--- config.mk ---
export PLATFORM = sky130hd
export DESIGN_NAME = svg_butterfly
export DESIGN_NICKNAME = d
export VERILOG_FILES = /design/src/rtl/core/svg_pkg.sv /design/src/rtl/core/svg_butterfly.sv
export SDC_FILE = /design/constraint.sdc
export NUM_CORES = 1
export LEC_CHECK = 0
export ABC_AREA = 1
export ABC_CLOCK_PERIOD_IN_PS = 9800
export BUFFER_PORTS_ARGS = -buffer_cell sky130_fd_sc_hd__buf_4
export CORE_UTILIZATION = 38
export DETAILED_ROUTE_END_ITERATION = 8
export PLACE_DENSITY = 0.65
export SLEW_MARGIN = 20
export SYNTH_ARGS = -nofsm -noshare
export SYNTH_HDL_FRONTEND = slang
export SYNTH_SLANG_ARGS = --single-unit
--- constraint.sdc ---
create_clock -name aclk -period 9.8 [get_ports aclk]
set_input_delay 1.96 -clock aclk [delete_from_list [all_inputs] [get_ports aclk]]
set_output_delay 1.96 -clock aclk [all_outputs]
set_load 0.02 [all_outputs]
--- src/rtl/core/svg_pkg.sv ---
// shared types, constants and helper functions of the state vector gate engine
package svg_pkg;

    localparam int MAX_QUBITS = 10;
    localparam int AMP_WIDTH  = 18;

    localparam int VEC_AW   = MAX_QUBITS;
    localparam int VEC_DEPTH = 1 << MAX_QUBITS;
    localparam int SUM_W    = AMP_WIDTH + 1;
    localparam int COEF_W   = 30;
    localparam int PROD_W   = SUM_W + COEF_W;
    localparam int QC_W     = 4;
    localparam int OUT_W    = 18;
    localparam int STAT_W   = 2;

    localparam logic [COEF_W-1:0] INV_SQRT2_Q30 = COEF_W'(759250125);
    localparam logic [PROD_W-1:0] ROUND_HALF    = PROD_W'(1) << (COEF_W - 1);

    typedef logic signed [AMP_WIDTH-1:0] amp_t;
    typedef logic signed [SUM_W-1:0]     sum_t;
    typedef logic signed [SUM_W:0]       wide_t;
    typedef logic [OUT_W-1:0]            out_amp_t;

    localparam amp_t AMP_ONE = amp_t'(1) <<< (AMP_WIDTH - 2);

    typedef enum logic [2:0] {
        FN_RESET  = 3'd0,
        FN_HADAM  = 3'd1,
        FN_PAULIX = 3'd2,
        FN_PAULIZ = 3'd3,
        FN_CNOT   = 3'd4,
        FN_READ   = 3'd5
    } func_t;

    typedef enum logic [STAT_W-1:0] {
        STAT_DONE    = 2'd0,
        STAT_UNKNOWN = 2'd1,
        STAT_BAD     = 2'd2
    } status_t;

    typedef enum logic [1:0] {
        BF_HADAM  = 2'd0,
        BF_SWAP   = 2'd1,
        BF_NEGATE = 2'd2,
        BF_KEEP   = 2'd3
    } bf_op_t;

    typedef struct packed {
        logic   ld_a0;
        logic   ld_a1;
        logic   ld_prod;
        bf_op_t op;
    } bf_ctrl_t;

    function automatic amp_t sat_amp(wide_t v);
        wide_t hi;
        wide_t lo;
        hi = {3'b000, {(AMP_WIDTH-1){1'b1}}};
        lo = {3'b111, {(AMP_WIDTH-1){1'b0}}};
        if (v > hi) begin
            return amp_t'(hi);
        end else if (v < lo) begin
            return amp_t'(lo);
        end
        return amp_t'(v);
    endfunction

    // low output bits of the sign-extended amplitude
    function automatic out_amp_t to_out(amp_t a);
        logic signed [63:0] w;
        w = 64'(a);
        return w[OUT_W-1:0];
    endfunction

endpackage

--- src/rtl/core/svg_butterfly.sv ---
// pair datapath for one component: hadamard butterfly, swap, negate or keep
module svg_butterfly (
    input  logic              aclk,
    input  svg_pkg::bf_ctrl_t ctrl,
    input  svg_pkg::amp_t     rdata,
    output svg_pkg::amp_t     out0,
    output svg_pkg::amp_t     out1
);

    svg_pkg::amp_t a0_reg;
    svg_pkg::amp_t a1_reg;
    svg_pkg::sum_t sum_reg;
    svg_pkg::sum_t diff_reg;
    logic [svg_pkg::PROD_W-1:0] prod0_reg;
    logic [svg_pkg::PROD_W-1:0] prod1_reg;
    logic neg0_reg;
    logic neg1_reg;

    logic [svg_pkg::SUM_W-1:0] mag0;
    logic [svg_pkg::SUM_W-1:0] mag1;
    logic [svg_pkg::PROD_W-1:0] rnd0;
    logic [svg_pkg::PROD_W-1:0] rnd1;
    svg_pkg::wide_t hv0;
    svg_pkg::wide_t hv1;
    svg_pkg::wide_t nv1;
    svg_pkg::amp_t h0;
    svg_pkg::amp_t h1;
    svg_pkg::amp_t z1;

    assign mag0 = sum_reg[svg_pkg::SUM_W-1]  ? svg_pkg::SUM_W'(-sum_reg)  : sum_reg;
    assign mag1 = diff_reg[svg_pkg::SUM_W-1] ? svg_pkg::SUM_W'(-diff_reg) : diff_reg;

    always_ff @(posedge aclk) begin
        if (ctrl.ld_a0) begin
            a0_reg <= rdata;
        end
        if (ctrl.ld_a1) begin
            a1_reg   <= rdata;
            sum_reg  <= svg_pkg::SUM_W'(a0_reg) + svg_pkg::SUM_W'(rdata);
            diff_reg <= svg_pkg::SUM_W'(a0_reg) - svg_pkg::SUM_W'(rdata);
        end
        if (ctrl.ld_prod) begin
            prod0_reg <= svg_pkg::PROD_W'(mag0) * svg_pkg::PROD_W'(svg_pkg::INV_SQRT2_Q30);
            prod1_reg <= svg_pkg::PROD_W'(mag1) * svg_pkg::PROD_W'(svg_pkg::INV_SQRT2_Q30);
            neg0_reg  <= sum_reg[svg_pkg::SUM_W-1];
            neg1_reg  <= diff_reg[svg_pkg::SUM_W-1];
        end
    end

    // round half away from zero on the magnitude, then restore sign and saturate
    assign rnd0 = prod0_reg + svg_pkg::ROUND_HALF;
    assign rnd1 = prod1_reg + svg_pkg::ROUND_HALF;
    assign hv0  = neg0_reg ? -svg_pkg::wide_t'({1'b0, rnd0[svg_pkg::PROD_W-1:svg_pkg::COEF_W]})
                           :  svg_pkg::wide_t'({1'b0, rnd0[svg_pkg::PROD_W-1:svg_pkg::COEF_W]});
    assign hv1  = neg1_reg ? -svg_pkg::wide_t'({1'b0, rnd1[svg_pkg::PROD_W-1:svg_pkg::COEF_W]})
                           :  svg_pkg::wide_t'({1'b0, rnd1[svg_pkg::PROD_W-1:svg_pkg::COEF_W]});
    assign nv1  = -svg_pkg::wide_t'(a1_reg);
    assign h0   = svg_pkg::sat_amp(hv0);
    assign h1   = svg_pkg::sat_amp(hv1);
    assign z1   = svg_pkg::sat_amp(nv1);

    always_comb begin
        case (ctrl.op)
            svg_pkg::BF_HADAM: begin
                out0 = h0;
                out1 = h1;
            end
            svg_pkg::BF_SWAP: begin
                out0 = a1_reg;
                out1 = a0_reg;
            end
            svg_pkg::BF_NEGATE: begin
                out0 = a0_reg;
                out1 = z1;
            end
            default: begin
                out0 = a0_reg;
                out1 = a1_reg;
            end
        endcase
    end

endmodule

==> results of run 1 <==
## kinds of logic (layout without fill, tap and decap cells)
| family | Yosys count | after routing | share of synthesized area, % |
|---|---|---|---|
| AND/OR/NAND/NOR | 1042 | 1042 | 15.9 |
| adder cells (fa/ha/maj) | 834 | 834 | 45.8 |
| flip-flops | 115 | 115 | 12.2 |
| buffers and inverters | 965 | 1052 | 12.9 |
| XOR/XNOR | 161 | 161 | 4.97 |
| other | 2 | 4 | 0.0265 |
| AO/OA/AOI/OAI | 401 | 401 | 8.19 |
## final cells by class
type / count / area [µm²] / area share, %
clock buffer: 18 / 429 / 1.40
tap: 959 / 1200 / 3.92
inverter: 934 / 3510 / 11.4
clock inverter: 14 / 151 / 0.494
sequential: 115 / 3450 / 11.3
multi-input combinational: 2442 / 21200 / 69.4
timing repair buffer: 86 / 646 / 2.11
## cell usage in the layout, fill, tap and decap left out, types with 26 or more instances in the layout
cell type and count:
ha_1 493, a21oi_1 177, nand3_1 157, xnor2_1 26, xor2_1 135, fa_1 341, o21ai_0 104, buf_4 86
inv_1 921, edfxtp_1 115, nand4_1 47, nor2_1 226, nand2_1 514, nor3_1 30
## how the worst max path moves through the flow
stage | depth (start not counted) | to | startpoint | slack [ps]
floorplan | 29 | prod1_reg[46]$_DFFE_PP_ | sum_reg[0]$_DFFE_PP_ | 1840
global placement | 30 | prod0_reg[48]$_DFFE_PP_ | sum_reg[0]$_DFFE_PP_ | 1590
detailed placement | 30 | prod0_reg[48]$_DFFE_PP_ | sum_reg[0]$_DFFE_PP_ | 1500
CTS | 30 | prod0_reg[48]$_DFFE_PP_ | sum_reg[0]$_DFFE_PP_ | 1450
global route | 31 | prod1_reg[46]$_DFFE_PP_ | sum_reg[0]$_DFFE_PP_ | 740
finish | 31 | prod1_reg[46]$_DFFE_PP_ | sum_reg[0]$_DFFE_PP_ | 1470
## through the flow
stage	cell area, µm²	hold slack, ps	setup WS, ps	util (%)	std cells
2_1_floorplan	28400	424	1840	-	3522
3_3_place_gp	30000	806	1590	40.9	4536
3_5_place_dp	30000	806	1500	40.9	4536
4_1_cts	30600	820	1450	41.7	4568
5_1_grt	30600	834	743	41.7	4568
6_report	30600	810	1470	41.7	4568
## worst reg2reg max path: cells and delay by family, from the launching register on
family / cells / cell delay [ps]
fa+ha+maj: 8 / 3530
simple gates: 12 / 1630
compound gates: 3 / 1200
flops: 1 / 720
buf+inv: 6 / 680
xor+xnor: 2 / 320
## routing by layer
metal	GRT usage, %	share of wire (%)	vias up
met5	0	0.043	-
met4	4.78	2.2	4
met3	3.17	5.7	96
met2	35.2	47	536
met1	29.2	46	10700
li1	-	-	11200
==> reports/metrics.csv, run 1 <==
stage,metric,value,unit
placed_design,io_buffers,59,
synth,avgSynthCellArea,8.06,µm²
sta,clock_skew,14.3,ps
synth,netlist_area,0.0284,mm²
setup_path,crit_buf_inv,6,
synth,netlist_top_cells_area,"fa_1, ha_1, inv_1, edfxtp_1, nand2_1",
route,first_iter_violations,1360,
synth,yosysTopAreaCellShare,24.1,%
placed_design,place.detailed.hpwl,69100,µm
setup_path,crit_path_frequent_cell,inv_1,
route,dr.pass1.iters,5,
sta,worstMarginPinSlew,1110,ps
setup_path,critPathSlowestCell,edfxtp_1,
synth,synthFlopType,edfxtp_1,
global_route,grt_util_all_layers,21.3,%
layout,fill_cells,7469,
placed_design,gp_congestion,0.994,
global_route,grt_pass1_vias,22800,
die,dieHeight,275,µm
worst_hold_path,min_path_type,register to register,
clocking,postCtsSetupBuffers,0,
flow_run,cap_viol_max_count,0,
route,drc,0,
synth,yosysMostFrequentCell,inv_1,
sta,timing_hold_violations_final,0,
route,ant_nets,0,
worst_hold_path,worstHoldEndpoint,diff_reg[18]$_DFFE_PP_,
synth,synth-seq-cells,115,
route,num_vias,22500,
synth,ys_warn_count,0,
clocking,cts_buffer_depth,2,
synth,synth_common_cells,"inv_1, nand2_1, ha_1, fa_1, nor2_1",
setup_path,crit_type,register to register,
die,die_x,275,µm
run_status,outcome,"finished, final reports clean",
setup_path,required,9990,ps
setup_path,end_kind,register,
global_route,grt_max_degree,56,
global_route,grt_pass1_wl,125000,µm
clocking,root_buffer,clkbuf_16,
route,drt-total-wl,78300,µm
clocking,clk_latency,430,ps
die,rows,99,
clocking,cts_resized,0,
route,vias_per_cell,4.93,
die,initial_core_util,38.6,%
synth,synth-edff-count,115,
setup_path,path_delay_family,adder cells,
synth,yosysTopAreaCell,fa_1,
setup_path,reg2reg_to,prod1_reg[46]$_DFFE_PP_,
layout,nNetsFinal,4454,
sta,setup_viol,0,
setup_path,max_stage_delay,720,ps
route,routedWlPerCell,17.1,µm
clocking,htreeDepth,4,
synth,synth-async-reset-ratio,0,%
global_route,antenna_found_initial,2,
setup_path,reg2reg_from,sum_reg[0]$_DFFE_PP_,
sta,layout_worst_path_cycle_share,85.0,%
setup_path,crit_path_max_fanout,13,
layout,n_antenna_cell,0,
setup_path,arrival,8530,ps
sta,period_minus_slack,8330,ps
clocking,cts_tree,built,
synth,yosysSeqAreaShare,12.2,%
synth,ys_types,53,
layout,area_delta_synth_final,8.03,%
clocking,cts_num_sinks,115,
worst_hold_path,min_from,a0_reg[17]$_DFFE_PP_,
die,pin_count,60,
die,die_area,0.0757,mm²
clocking,clkTransAtPathRegs,60,ps
setup_path,reg2reg_depth,31,
sta,max_slew_margin,25.5,%
layout,drive_above_1_share,5.10,%
die,core,0.0735,mm²
worst_hold_path,worstHoldPathCells,2,
global_route,grt_overflow_total,0,
sta,max_freq,120,MHz
clocking,hold_buffers,0,
setup_path,r2r_slack,1470,ps
sta,drv_slew,0,
clocking,cts_made_buffers,17,
setup_path,start_kind,register,
sta,rsz0062_at_grt,no,
synth,syn_inst,3520,
sta,setup_tns,0,ps
Power of run 1 is not shown: default switching activity piles up to over one toggle a cycle in this logic, so the estimate is an artifact.
==> run 2, diff against run 1 <==
Settings changed: CTS_BUF_LIST set to sky130_fd_sc_hd__clkbuf_16, REMOVE_ABC_BUFFERS set to 1.
==> run 2 against run 1 <==
  * Via count grew 1.1%
  * Fmax up 3.9%
  * Core utilization hardly changed
  * Die area is the same
  * Wire length about the same
==> reports/metrics.csv, run 2 (same netlist as run 1, synthesis figures left out) <==
stage,metric,value,unit
clocking,cts_buffer_depth,2,
worst_hold_path,worstHoldPathCells,2,
setup_path,reg2reg_from,sum_reg[0]$_DFFE_PP_,
sta,setup_viol,0,
die,die_x,275,µm
layout,layout.area.seq,0.00345,mm²
sta,max_freq,125,MHz
setup_path,crit_path_max_fanout,13,
setup_path,crit_type,register to register,
sta,setup_tns,0,ps
worst_hold_path,min_from,a0_reg[17]$_DFFE_PP_,
route,vias_per_cell,4.98,
route,routedWlPerCell,17.1,µm
clocking,postCtsSetupBuffers,0,
die,die_area,0.0757,mm²
layout,area_delta_synth_final,8.13,%
route,drt-total-wl,78200,µm
die,dieHeight,275,µm
layout,drive_above_1_share,5.23,%
die,initial_core_util,38.6,%
layout,nNetsFinal,4458,
clocking,clkTransAtPathRegs,70,ps
setup_path,max_stage_delay,680,ps
global_route,grt_pass1_vias,23000,
route,num_vias,22800,
sta,max_slew_margin,25.1,%
die,pin_count,60,
layout,mostFrequentLayoutCell,inv_1,
setup_path,crit_path_frequent_cell,inv_1,
flow_run,cap_viol_max_count,0,
worst_hold_path,worstHoldEndpoint,diff_reg[18]$_DFFE_PP_,
sta,timing_hold_violations_final,0,
clocking,hold_buffers,0,
global_route,grt_util_all_layers,21.3,%
layout,fill_cells,7511,
setup_path,end_kind,register,
layout,finish.utilization,41.7,%
setup_path,reg2reg_depth,32,
placed_design,gp_congestion,1.01,
run_status,outcome,"finished, final reports clean",
die,rows,99,
sta,clock_skew,14.2,ps
sta,drv_slew,0,
global_route,antenna_found_initial,0,
sta,worstMarginPinSlew,1120,ps
clocking,cts_tree,built,
clocking,root_buffer,clkbuf_16,
setup_path,reg2reg_to,prod1_reg[46]$_DFFE_PP_,
setup_path,critPathSlowestCell,fa_1,
sta,period_minus_slack,8020,ps
setup_path,start_kind,register,
global_route,grt_pass1_wl,125000,µm
setup_path,required,10000,ps
layout,multi_input_area,0.0212,mm²
route,drc,0,
setup_path,arrival,8230,ps
route,ant_nets,0,
global_route,grt_overflow_total,0,
layout,n_antenna_cell,0,
route,dr.pass1.iters,5,
setup_path,r2r_slack,1780,ps
die,core,0.0735,mm²
sta,layout_worst_path_cycle_share,81.9,%
global_route,grt_max_degree,56,
clocking,cts_num_sinks,115,
clocking,clk_latency,440,ps
placed_design,io_buffers,59,
worst_hold_path,min_path_type,register to register,
layout,layout_common_cells,"inv_1, nand2_1, ha_1, fa_1, nor2_1",
route,first_iter_violations,1665,
clocking,cts_made_buffers,17,
placed_design,place.detailed.hpwl,69300,µm
sta,rsz0062_at_grt,no,
clocking,cts_resized,0,
clocking,htreeDepth,4,
run 2: cell types whose count changed in the layout (fill, tap and decap cells not counted), moves of 4 or more:
cell,before,now
buf_4,86,90
clkinv_4,4,0
inv_6,4,8
inv_8,0,4
run 2: metal layers:
layer	up-vias	wire, µm	track usage, %
met5	-	0	0
met1	10900	36100	29.7
li1	11200	-	-
met3	76	4410	2.48
met2	616	36200	35.4
met4	0	1510	4.13
run 2: worst max-delay path by stage:
stage          depth (start not counted)  slack, ps                 endpoint                 start
6_report                              32       1780  prod1_reg[46]$_DFFE_PP_  sum_reg[0]$_DFFE_PP_
5_1_grt                               32       1090  prod1_reg[46]$_DFFE_PP_  sum_reg[0]$_DFFE_PP_
4_1_cts                               32       1820  prod1_reg[46]$_DFFE_PP_  sum_reg[0]$_DFFE_PP_
3_5_place_dp                          32       1860  prod1_reg[46]$_DFFE_PP_  sum_reg[0]$_DFFE_PP_
3_3_place_gp                          32       1950  prod1_reg[46]$_DFFE_PP_  sum_reg[0]$_DFFE_PP_
2_1_floorplan                         29       1840  prod1_reg[46]$_DFFE_PP_  sum_reg[0]$_DFFE_PP_
run 2: area by class of cell:
type	instances	share of cell area (%)
Tap cell	959	3.91
Clock buffer	17	1.39
Clock inverter	15	0.506
Multi-Input combinational cell	2442	69.3
Timing Repair Buffer	90	2.20
Sequential cell	115	11.3
Inverter	934	11.4
run 2: critical path: cells and delay by family (launching register included):
family                     cells  cell delay [ps]
buffers and inverters          7              820
DFF                            1              350
adders and majority gates      8             3540
and+or+nand+nor               12             1680
AOI/OAI and AO/OA              3             1060
xor gates and xnor gates       2              340
run 2: per-stage QoR:
stage                     cells  instance area, µm²  worst slack, ps  hold WS, ps
after global placement     4540               30100             1950          800
after CTS                  4572               30700             1820          818
after floorplan            3491               28200             1840          728
final                      4572               30700             1780          825
after global routing       4572               30700             1090          857
after detailed placement   4540               30100             1860          802
Power of run 2 is left out for the same reason.
